**src/hdl/assert_macros.svh**
```systemverilog
// Assertion helpers shared by the RTL. Bodies compile away under SYNTHESIS.
`ifndef ASSERT_MACROS_SVH
`define ASSERT_MACROS_SVH
`ifndef SYNTHESIS
`define ASSERT_IMPLIES(lbl, ante, cons, msg) \
    lbl: assert property (@(posedge aclk) disable iff (!aresetn) (ante) |-> (cons)) \
        else $error(msg);
`define ASSERT_NEXT(lbl, ante, cons, msg) \
    lbl: assert property (@(posedge aclk) disable iff (!aresetn) (ante) |=> (cons)) \
        else $error(msg);
`else
`define ASSERT_IMPLIES(lbl, ante, cons, msg)
`define ASSERT_NEXT(lbl, ante, cons, msg)
`endif
`endif

```
**src/hdl/lds_pkg.sv**
```systemverilog
package lds_pkg;

    localparam int CMD_W      = 2;
    localparam int IDX_W      = 5;
    localparam int MASK_W     = 32;
    localparam int CFG_W      = 6;
    localparam int MAX_BLOCKS = 32;

    localparam logic [CFG_W-1:0] BLOCKS_USED_RST = 6'd32;

    typedef enum logic [CMD_W-1:0] {
        CMD_INSTR = 2'd0,
        CMD_EDGE  = 2'd1,
        CMD_SOLVE = 2'd2,
        CMD_CLEAR = 2'd3
    } cmd_t;

    typedef enum logic [2:0] {
        ST_IDLE,
        ST_ROW,
        ST_HEAD,
        ST_SCAN,
        ST_LAST,
        ST_EMIT_RD,
        ST_EMIT_LD
    } state_t;

endpackage

```
**src/hdl/liveness_dataflow_solver.sv**
```systemverilog
// Channel   Direction  Signals
// s_        in         s_valid/s_ready, command, block index, successor, used and defined masks
// m_        out        m_valid/m_ready, block index, live-out mask, last flag
// cfg_      in         cfg_valid/cfg_ready, blocks in use
//
// Instruction, edge and clear items: one per cycle; the node or successor memory is read
// in the transfer cycle and written back in the cycle after, the last write forwarded.
// Solve: each sweep walks the n blocks in use, its pace set by the single node
// memory read port (one successor per cycle); sweeps repeat until nothing grows, then
// n results leave at one per cycle unless the receiver stalls, the first after a read state.
// Reset and clear act at once through per-entry valid bits; no clearing pass.
// A stalled result holds; new items are taken only between solves.
`include "assert_macros.svh"

module liveness_dataflow_solver #(
    parameter int NUM_BLOCKS = 32,
    parameter int REG_COUNT  = 32
) (
    input  logic        aclk,
    input  logic        aresetn,

    input  logic        s_valid,
    output logic        s_ready,
    input  logic [1:0]  s_command,
    input  logic [4:0]  s_block_index,
    input  logic [4:0]  s_succ_block,
    input  logic [31:0] s_used_regs,
    input  logic [31:0] s_defined_regs,

    output logic        m_valid,
    input  logic        m_ready,
    output logic [4:0]  m_out_block,
    output logic [31:0] m_live_out_regs,
    output logic        m_last_block,

    input  logic        cfg_valid,
    output logic        cfg_ready,
    input  logic [5:0]  cfg_data
);

    localparam int TB = (NUM_BLOCKS < lds_pkg::MAX_BLOCKS) ? NUM_BLOCKS : lds_pkg::MAX_BLOCKS;
    localparam int RW = (REG_COUNT < lds_pkg::MASK_W) ? REG_COUNT : lds_pkg::MASK_W;
    localparam int AW = $clog2(TB);
    localparam int NW = 3 * RW;
    localparam int IW = lds_pkg::IDX_W;
    localparam int MW = lds_pkg::MASK_W;

    // node word: live-out, kill, upward-exposed
    lds_pkg::state_t state_reg, state_next;

    logic [lds_pkg::CFG_W-1:0] blocks_used_reg;

    logic          p_valid_reg;
    lds_pkg::cmd_t p_cmd_reg;
    logic [AW-1:0] p_addr_reg;
    logic [AW-1:0] p_succ_reg;
    logic [RW-1:0] p_used_reg;
    logic [RW-1:0] p_defd_reg;

    logic          fwd_node_reg, fwd_succ_reg;
    logic [NW-1:0] last_node_reg;
    logic [TB-1:0] last_succ_reg;

    logic [TB-1:0] ek_vld_reg, live_vld_reg, succ_vld_reg;
    logic          node_rv_ek_reg, node_rv_live_reg, succ_rv_reg;

    logic [AW-1:0] b_reg, b_next;
    logic [AW-1:0] m_reg, m_next;
    logic [AW-1:0] nl_reg, nl_next;
    logic [AW-1:0] rd_m_reg, rd_m_next;
    logic          rd_v_reg, rd_v_next;
    logic [TB-1:0] row_reg, row_next;
    logic [RW-1:0] acc_reg, acc_next;
    logic [RW-1:0] lb_reg, lb_next;
    logic [RW-1:0] exp_b_reg, exp_b_next;
    logic [RW-1:0] kill_b_reg, kill_b_next;
    logic          changed_reg, changed_next;

    logic          m_valid_reg;
    logic [IW-1:0] m_block_reg;
    logic [MW-1:0] m_live_reg;
    logic          m_last_reg;

    lds_pkg::cmd_t cmd_in;
    logic          s_fire, blk_ok, suc_ok, ld_instr, ld_edge, clear_all, solve_start;
    logic [AW-1:0] nl_calc;

    logic          node_re, node_we;
    logic [AW-1:0] node_raddr, node_waddr;
    logic [NW-1:0] node_wdata, node_q, node_cur;
    logic          succ_re, succ_we;
    logic [AW-1:0] succ_raddr;
    logic [TB-1:0] succ_wdata, succ_q, succ_cur;

    logic [RW-1:0] exp_cur, kill_cur, live_cur, contrib, acc_upd;
    logic [RW-1:0] new_exp, new_kill;
    logic          take, out_free, out_load, out_last;

    assign cmd_in    = lds_pkg::cmd_t'(s_command);
    assign s_ready   = (state_reg == lds_pkg::ST_IDLE);
    assign s_fire    = s_valid && s_ready;
    assign blk_ok    = (int'(s_block_index) < TB);
    assign suc_ok    = (int'(s_succ_block) < TB);
    assign ld_instr  = s_fire && (cmd_in == lds_pkg::CMD_INSTR) && blk_ok;
    assign ld_edge   = s_fire && (cmd_in == lds_pkg::CMD_EDGE) && blk_ok && suc_ok;
    assign clear_all = s_fire && (cmd_in == lds_pkg::CMD_CLEAR);
    assign solve_start = s_fire && (cmd_in == lds_pkg::CMD_SOLVE);
    assign cfg_ready = 1'b1;

    always_comb begin
        if (blocks_used_reg == '0) begin
            nl_calc = '0;
        end else if (int'(blocks_used_reg) > TB) begin
            nl_calc = AW'(TB - 1);
        end else begin
            nl_calc = AW'(blocks_used_reg - 6'd1);
        end
    end

    lds_ram #(.WIDTH(NW), .DEPTH(TB)) u_node_ram (
        .aclk  (aclk),
        .we    (node_we),
        .waddr (node_waddr),
        .wdata (node_wdata),
        .re    (node_re),
        .raddr (node_raddr),
        .rdata (node_q)
    );

    lds_ram #(.WIDTH(TB), .DEPTH(TB)) u_succ_ram (
        .aclk  (aclk),
        .we    (succ_we),
        .waddr (p_addr_reg),
        .wdata (succ_wdata),
        .re    (succ_re),
        .raddr (succ_raddr),
        .rdata (succ_q)
    );

    // entries never written since reset or clear read as zero
    always_comb begin
        if (fwd_node_reg) begin
            node_cur = last_node_reg;
        end else begin
            node_cur[RW-1:0]      = node_rv_ek_reg ? node_q[RW-1:0] : '0;
            node_cur[2*RW-1:RW]   = node_rv_ek_reg ? node_q[2*RW-1:RW] : '0;
            node_cur[NW-1:2*RW]   = node_rv_live_reg ? node_q[NW-1:2*RW] : '0;
        end
        if (fwd_succ_reg) begin
            succ_cur = last_succ_reg;
        end else begin
            succ_cur = succ_rv_reg ? succ_q : '0;
        end
    end

    assign exp_cur  = node_cur[RW-1:0];
    assign kill_cur = node_cur[2*RW-1:RW];
    assign live_cur = node_cur[NW-1:2*RW];
    assign contrib  = exp_cur | (live_cur & ~kill_cur);
    assign take     = rd_v_reg && row_reg[rd_m_reg];
    assign acc_upd  = take ? (acc_reg | contrib) : acc_reg;
    assign new_exp  = exp_cur | (p_used_reg & ~kill_cur);
    assign new_kill = kill_cur | p_defd_reg;
    assign succ_wdata = succ_cur | ({{(TB-1){1'b0}}, 1'b1} << p_succ_reg);
    assign succ_we  = p_valid_reg && (p_cmd_reg == lds_pkg::CMD_EDGE);
    assign out_free = !m_valid_reg || m_ready;
    assign out_last = (b_reg == nl_reg);

    always_comb begin
        state_next   = state_reg;
        b_next       = b_reg;
        m_next       = m_reg;
        nl_next      = nl_reg;
        rd_m_next    = rd_m_reg;
        rd_v_next    = 1'b0;
        row_next     = row_reg;
        acc_next     = acc_reg;
        lb_next      = lb_reg;
        exp_b_next   = exp_b_reg;
        kill_b_next  = kill_b_reg;
        changed_next = changed_reg;
        out_load     = 1'b0;

        node_re    = 1'b0;
        node_raddr = b_reg;
        node_we    = p_valid_reg && (p_cmd_reg == lds_pkg::CMD_INSTR);
        node_waddr = p_addr_reg;
        node_wdata = {live_cur, new_kill, new_exp};
        succ_re    = 1'b0;
        succ_raddr = b_reg;

        unique case (state_reg)
            lds_pkg::ST_IDLE: begin
                node_re    = ld_instr;
                succ_re    = ld_edge;
                node_raddr = s_block_index[AW-1:0];
                succ_raddr = s_block_index[AW-1:0];
                if (clear_all) begin
                    changed_next = 1'b0;
                end
                if (solve_start) begin
                    nl_next      = nl_calc;
                    b_next       = '0;
                    changed_next = 1'b0;
                    state_next   = lds_pkg::ST_ROW;
                end
            end
            lds_pkg::ST_ROW: begin
                node_re    = 1'b1;
                succ_re    = 1'b1;
                state_next = lds_pkg::ST_HEAD;
            end
            lds_pkg::ST_HEAD: begin
                row_next    = succ_cur;
                acc_next    = live_cur;
                lb_next     = live_cur;
                exp_b_next  = exp_cur;
                kill_b_next = kill_cur;
                node_re     = 1'b1;
                node_raddr  = '0;
                rd_v_next   = 1'b1;
                rd_m_next   = '0;
                m_next      = AW'(1);
                state_next  = (nl_reg == '0) ? lds_pkg::ST_LAST : lds_pkg::ST_SCAN;
            end
            lds_pkg::ST_SCAN: begin
                acc_next   = acc_upd;
                node_re    = 1'b1;
                node_raddr = m_reg;
                rd_v_next  = 1'b1;
                rd_m_next  = m_reg;
                if (m_reg == nl_reg) begin
                    state_next = lds_pkg::ST_LAST;
                end else begin
                    m_next = m_reg + 1'b1;
                end
            end
            lds_pkg::ST_LAST: begin
                node_we      = 1'b1;
                node_waddr   = b_reg;
                node_wdata   = {acc_upd, kill_b_reg, exp_b_reg};
                changed_next = changed_reg || (acc_upd != lb_reg);
                if (b_reg != nl_reg) begin
                    b_next     = b_reg + 1'b1;
                    state_next = lds_pkg::ST_ROW;
                end else if (changed_next) begin
                    // another sweep
                    b_next       = '0;
                    changed_next = 1'b0;
                    state_next   = lds_pkg::ST_ROW;
                end else begin
                    b_next     = '0;
                    state_next = lds_pkg::ST_EMIT_RD;
                end
            end
            lds_pkg::ST_EMIT_RD: begin
                node_re    = 1'b1;
                state_next = lds_pkg::ST_EMIT_LD;
            end
            lds_pkg::ST_EMIT_LD: begin
                if (out_free) begin
                    out_load = 1'b1;
                    if (out_last) begin
                        state_next = lds_pkg::ST_IDLE;
                    end else begin
                        b_next     = b_reg + 1'b1;
                        node_re    = 1'b1;
                        node_raddr = b_reg + 1'b1;
                    end
                end
            end
            default: begin
                state_next = lds_pkg::ST_IDLE;
            end
        endcase
    end

    always_ff @(posedge aclk) begin
        if (!aresetn) begin
            state_reg <= lds_pkg::ST_IDLE;
        end else begin
            state_reg <= state_next;
        end
    end

    always_ff @(posedge aclk) begin
        if (!aresetn) begin
            blocks_used_reg <= lds_pkg::BLOCKS_USED_RST;
        end else if (cfg_valid) begin
            blocks_used_reg <= cfg_data;
        end
    end

    // load stage: write-back in the cycle after the transfer
    always_ff @(posedge aclk) begin
        if (!aresetn) begin
            p_valid_reg  <= 1'b0;
            fwd_node_reg <= 1'b0;
            fwd_succ_reg <= 1'b0;
        end else begin
            p_valid_reg  <= ld_instr || ld_edge;
            fwd_node_reg <= ld_instr && node_we && (node_waddr == s_block_index[AW-1:0]);
            fwd_succ_reg <= ld_edge && succ_we && (p_addr_reg == s_block_index[AW-1:0]);
        end
    end

    always_ff @(posedge aclk) begin
        if (s_fire) begin
            p_cmd_reg  <= cmd_in;
            p_addr_reg <= s_block_index[AW-1:0];
            p_succ_reg <= s_succ_block[AW-1:0];
            p_used_reg <= s_used_regs[RW-1:0];
            p_defd_reg <= s_defined_regs[RW-1:0];
        end
        if (node_we) begin
            last_node_reg <= node_wdata;
        end
        if (succ_we) begin
            last_succ_reg <= succ_wdata;
        end
        if (node_re) begin
            node_rv_ek_reg   <= ek_vld_reg[node_raddr];
            node_rv_live_reg <= live_vld_reg[node_raddr];
        end
        if (succ_re) begin
            succ_rv_reg <= succ_vld_reg[succ_raddr];
        end
    end

    always_ff @(posedge aclk) begin
        if (!aresetn) begin
            ek_vld_reg   <= '0;
            live_vld_reg <= '0;
            succ_vld_reg <= '0;
        end else begin
            if (node_we) begin
                ek_vld_reg[node_waddr]   <= 1'b1;
                live_vld_reg[node_waddr] <= 1'b1;
            end
            if (succ_we) begin
                succ_vld_reg[p_addr_reg] <= 1'b1;
            end
            // drop live-out sets at the start of a solve, everything on clear
            if (solve_start) begin
                live_vld_reg <= '0;
            end
            if (clear_all) begin
                ek_vld_reg   <= '0;
                live_vld_reg <= '0;
                succ_vld_reg <= '0;
            end
        end
    end

    always_ff @(posedge aclk) begin
        if (!aresetn) begin
            rd_v_reg    <= 1'b0;
            changed_reg <= 1'b0;
        end else begin
            rd_v_reg    <= rd_v_next;
            changed_reg <= changed_next;
        end
    end

    always_ff @(posedge aclk) begin
        b_reg      <= b_next;
        m_reg      <= m_next;
        nl_reg     <= nl_next;
        rd_m_reg   <= rd_m_next;
        row_reg    <= row_next;
        acc_reg    <= acc_next;
        lb_reg     <= lb_next;
        exp_b_reg  <= exp_b_next;
        kill_b_reg <= kill_b_next;
    end

    always_ff @(posedge aclk) begin
        if (!aresetn) begin
            m_valid_reg <= 1'b0;
        end else if (out_load) begin
            m_valid_reg <= 1'b1;
        end else if (m_ready) begin
            m_valid_reg <= 1'b0;
        end
    end

    always_ff @(posedge aclk) begin
        if (out_load) begin
            m_block_reg <= IW'(b_reg);
            m_live_reg  <= MW'(live_cur);
            m_last_reg  <= out_last;
        end
    end

    assign m_valid         = m_valid_reg;
    assign m_out_block     = m_block_reg;
    assign m_live_out_regs = m_live_reg;
    assign m_last_block    = m_last_reg;

    `ASSERT_IMPLIES(a_stage_after_idle, p_valid_reg, $past(state_reg) == lds_pkg::ST_IDLE, "load write-back outside idle")
    `ASSERT_IMPLIES(a_fwd_needs_stage, fwd_node_reg, p_valid_reg && p_cmd_reg == lds_pkg::CMD_INSTR, "node forward without instruction write-back")
    `ASSERT_IMPLIES(a_solve_no_collide, node_we && node_re && state_reg != lds_pkg::ST_IDLE, node_waddr != node_raddr, "node read and write collide during solve")
    `ASSERT_NEXT(a_clear_empties, clear_all, ek_vld_reg == '0 && succ_vld_reg == '0 && live_vld_reg == '0, "tables not emptied by clear")

endmodule

```
**src/hdl/lds_ram.sv**
```systemverilog
module lds_ram #(
    parameter int WIDTH = 32,
    parameter int DEPTH = 32,
    localparam int AW = (DEPTH > 1) ? $clog2(DEPTH) : 1
) (
    input  logic             aclk,
    input  logic             we,
    input  logic [AW-1:0]    waddr,
    input  logic [WIDTH-1:0] wdata,
    input  logic             re,
    input  logic [AW-1:0]    raddr,
    output logic [WIDTH-1:0] rdata
);

    logic [WIDTH-1:0] mem_reg [DEPTH];
    logic [WIDTH-1:0] rdata_reg;

    always_ff @(posedge aclk) begin
        if (we) begin
            mem_reg[waddr] <= wdata;
        end
        if (re) begin
            rdata_reg <= mem_reg[raddr];
        end
    end

    assign rdata = rdata_reg;

endmodule

```
**config.mk**
```make
export PLATFORM = sky130hd
export DESIGN_NAME = liveness_dataflow_solver
export DESIGN_NICKNAME = d
export VERILOG_FILES = /design/src/hdl/lds_pkg.sv /design/src/hdl/liveness_dataflow_solver.sv /design/src/hdl/lds_ram.sv
export VERILOG_INCLUDE_DIRS = /design/src /design/src/hdl
export SDC_FILE = /design/constraint.sdc
export NUM_CORES = 2
export LEC_CHECK = 0
export BUFFER_PORTS_ARGS = -buffer_cell sky130_fd_sc_hd__buf_4
export CELL_PAD_IN_SITES_DETAIL_PLACEMENT = 0
export CELL_PAD_IN_SITES_GLOBAL_PLACEMENT = 1
export CORE_MARGIN = 4
export CORE_UTILIZATION = 35
export DETAILED_ROUTE_END_ITERATION = 7
export PLACE_DENSITY_LB_ADDON = 0.08
export SKIP_CTS_REPAIR_TIMING = 1
export SLEW_MARGIN = 20
export SYNTH_ARGS = -nofsm -noshare
export SYNTH_HDL_FRONTEND = slang
export SYNTH_HIERARCHICAL = 1
export SYNTH_SLANG_ARGS = --single-unit
```
**constraint.sdc**
```tcl
create_clock -name aclk -period 10.2 [get_ports aclk]
set_input_delay 1.53 -clock aclk [delete_from_list [all_inputs] [get_ports aclk]]
set_output_delay 1.53 -clock aclk [all_outputs]
set_load 0.01 [all_outputs]
```
==> impl_metrics.yaml <==
drt:
  ant_nets: 0
  wl_um: 626000
  firstDrtPassIters: 8
  drc: 0
  drt-wirelength-per-cell_um: 35.1
  m1WireLength_um: 281000
  vias_per_cell: 5.64
  drt_iter0_markers: 9900
  vias: 100479
  top_layer: "met5"
  wl_met2_um: 296000
  wl_met3_um: 35500
critical_path:
  cp_cell_sequence: "and3b_4, buf_4, and2_1, a21oi_1, o211a_1, inv_8, buf_4, buf_4, mux4_2, a22o_1, a31oi_1, nand3_1"
  crit_path_top_delay_cell: "buf_4"
  startpoint_type: "flop"
  worstSetupEndpointType: "flop"
  arrival_ns: 6.87
  max_stage_delay_ns: 0.89
  r2r_start: "state_reg[0]"
  worstRegToRegCells: 12
  r2r-end: "u_node_ram/rdata[61]"
  cp_max_fo: 80
  path_delay_family: "buffers and inverters"
  crit_buf_inv: 4
  cp.required_ns: 10.98
  path_class: "flop to flop"
  cpMostUsedCell: "buf_4"
  regToRegSetupSlack_ns: 4.11
timing:
  slew_headroom: 0.163
  fmax_mhz: 164
  tightest_slew_ns: 1.25
  setup_viol: 0
  timing.final.crit_period_ns: 6.09
  hold_violations: 0
  tns_ns: 0
  rsz0062_at_grt: "false"
  fin_crit_sh: 0.597
  setup_slack_ns: 4.11
  finalMaxSlewViolations: 0
  timing.clock.skew_ns: 0.0715
floorplan:
  die_width_um: 734
  start_util: 0.351
  die_h_um: 734
  fp-row-count: 266
  io_pins: 128
  core_area_mm2: 0.525
  die-area_mm2: 0.539
cells_and_area:
  largest_register_ffs: 3072
  layout-drive-gt1-share: 0.171
  nFillCells: 46853
  multiInputGateArea_mm2: 0.0412
  seqCellArea_mm2: 0.142
  mostFrequentLayoutCells: "4649 x edfxtp_1, 1385 x mux2i_1, 663 x a22oi_1"
  layout.cells.most_common: "edfxtp_1"
  area_delta_synth_final_pct: 15.6
  num-nets-final: 10511
pwr:
  powerDensity_mw_per_mm2: 341
  p_sw_w: 0.0269
  p_int_w: 0.0458
  peakVddDrop_mv: 0.443
  p_leak_nw: 69.7
  sw_frac_of_total: 0.371
  pwr-share-seq: 0.375
  power_frac_comb: 0.369
  total_power_w: 0.0727
  power_frac_clock: 0.256
clock_tree:
  root_buffer: "clkbuf_16"
  ctsLongestPathBuffers: 4
  worstSkewPairLatency_ns: 1.06
  tritoncts: "done"
  cts.sinks: 4760
  cts_buffers: 545
  clk_pin_slew_ns: 0.06
  htreeDepth: 6
placement:
  io_buffer_count: 126
  hpwl_um: 331000
  dp_slack_ns: 3.39
  routabilityCongestion: 0.809
synth:
  synth_cell_types: 81
  synthesis.nets: 10045
  synth_area_per_cell_um2: 18.5
  synth-edff-count: 4649
  ys_dominant_reg_cell: "edfxtp_1"
  synthArstFlopShare: 0
  ys_warn_count: 6
  synth_seq_cells: 4760
  ys_seq_area_frac: 0.769
  syn_inst: 9954
  syn_area_mm2: 0.185
global_routing:
  grt_pass1_wl_um: 851000
  overflow: 0
  grt_usage: 0.226
  antenna_found_initial: 38
  grt_max_degree: 121
  first_global_vias: 100226
outcome:
  status: "finished clean"
min_path:
  hold_path_depth: 1
  hold_end: "live_vld_reg[29]"
  hp-class: "flop to flop"
  holdCritStartpoint: "live_vld_reg[29]"
run:
  drv_cap: 0
worst max-delay path by stage:
stage                       startpoint                   endpoint  depth (start not counted)
after floorplan           state_reg[2]  u_node_ram/mem_reg[22][0]                          7
after global placement         m_ready       u_node_ram/rdata[85]                         11
after detailed placement       m_ready       u_node_ram/rdata[85]                         11
after CTS                     b_reg[0]       u_node_ram/rdata[71]                         14
after global routing          b_reg[0]       u_node_ram/rdata[86]                         14
final                     state_reg[0]       u_node_ram/rdata[61]                         12
cell type report:
cell class,instances,area share
multi-input cells,4526,0.193
clock inverters,275,0.0111
flip-flops and latches,4760,0.665
well taps,6968,0.0409
clock buffers,701,0.0678
inverters,111,0.00208
repair buffers,476,0.0193
diodes,14,0.000164
per-stage QoR:
stage / hold slack, ns / instances / cell area [um^2] / utilization
6_report: 0.463 / 17831 / 213000 / 0.406
5_1_grt: 0.477 / 17819 / 213000 / 0.406
4_1_cts: 0.465 / 17814 / 213000 / 0.405
3_5_place_dp: 0.452 / 16838 / 196000 / 0.373
3_3_place_gp: 0.441 / 16835 / 196000 / 0.373
2_1_floorplan: 0.424 / 9954 / 185000 / -
cells in the mapped netlist, types with 27 or more instances:
cell	n	area [um^2]
nor2b_1	55	344
o21bai_1	38	285
edfxtp_1	4649	140000
and2_1	31	194
nor3_1	82	410
inv_1	111	417
a22o_1	195	1710
buf_4	73	548
o221ai_1	39	342
nand3_1	310	1550
buf_6	27	304
clkbuf_1	243	912
nand2_1	205	769
a31oi_1	99	619
mux2i_1	1386	13900
buf_2	178	891
a22oi_1	663	4980
nor2_1	398	1490
mux4_2	390	8780
dfxtp_1	111	2220
a21oi_1	297	1490
buf_1	31	116
o21a_1	33	248
nand4_1	54	338
layer usage:
layer,track usage,vias up
met1,0.323,54982
met3,0.0327,752
met2,0.368,3258
li1,-,41481
met4,0.0487,6
met5,0,-
power groups by stage:
| stage | clock, W | combinational, W | sequential (W) |
|---|---|---|---|
| after global placement | 0 | 0.0266 | 0.0277 |
| after detailed placement | 0 | 0.0270 | 0.0277 |
| after floorplan | 0 | 0.0165 | 0.0273 |
| after global routing | 0.0199 | 0.0285 | 0.0273 |
| after CTS | 0.0191 | 0.0270 | 0.0273 |
| final | 0.0186 | 0.0268 | 0.0272 |
cell families after synthesis:
kind of cell | Yosys count | synth area share
flops | 4760 | 0.769
mux | 1781 | 0.123
compound gates | 1484 | 0.0577
simple gates | 1231 | 0.0315
buf+inv | 668 | 0.0175
xor+xnor | 25 | 0.00119
fa+ha+maj | 4 | 0.000271
other cells | 1 | 0.0000203
(Power assumes the default switching activity.)
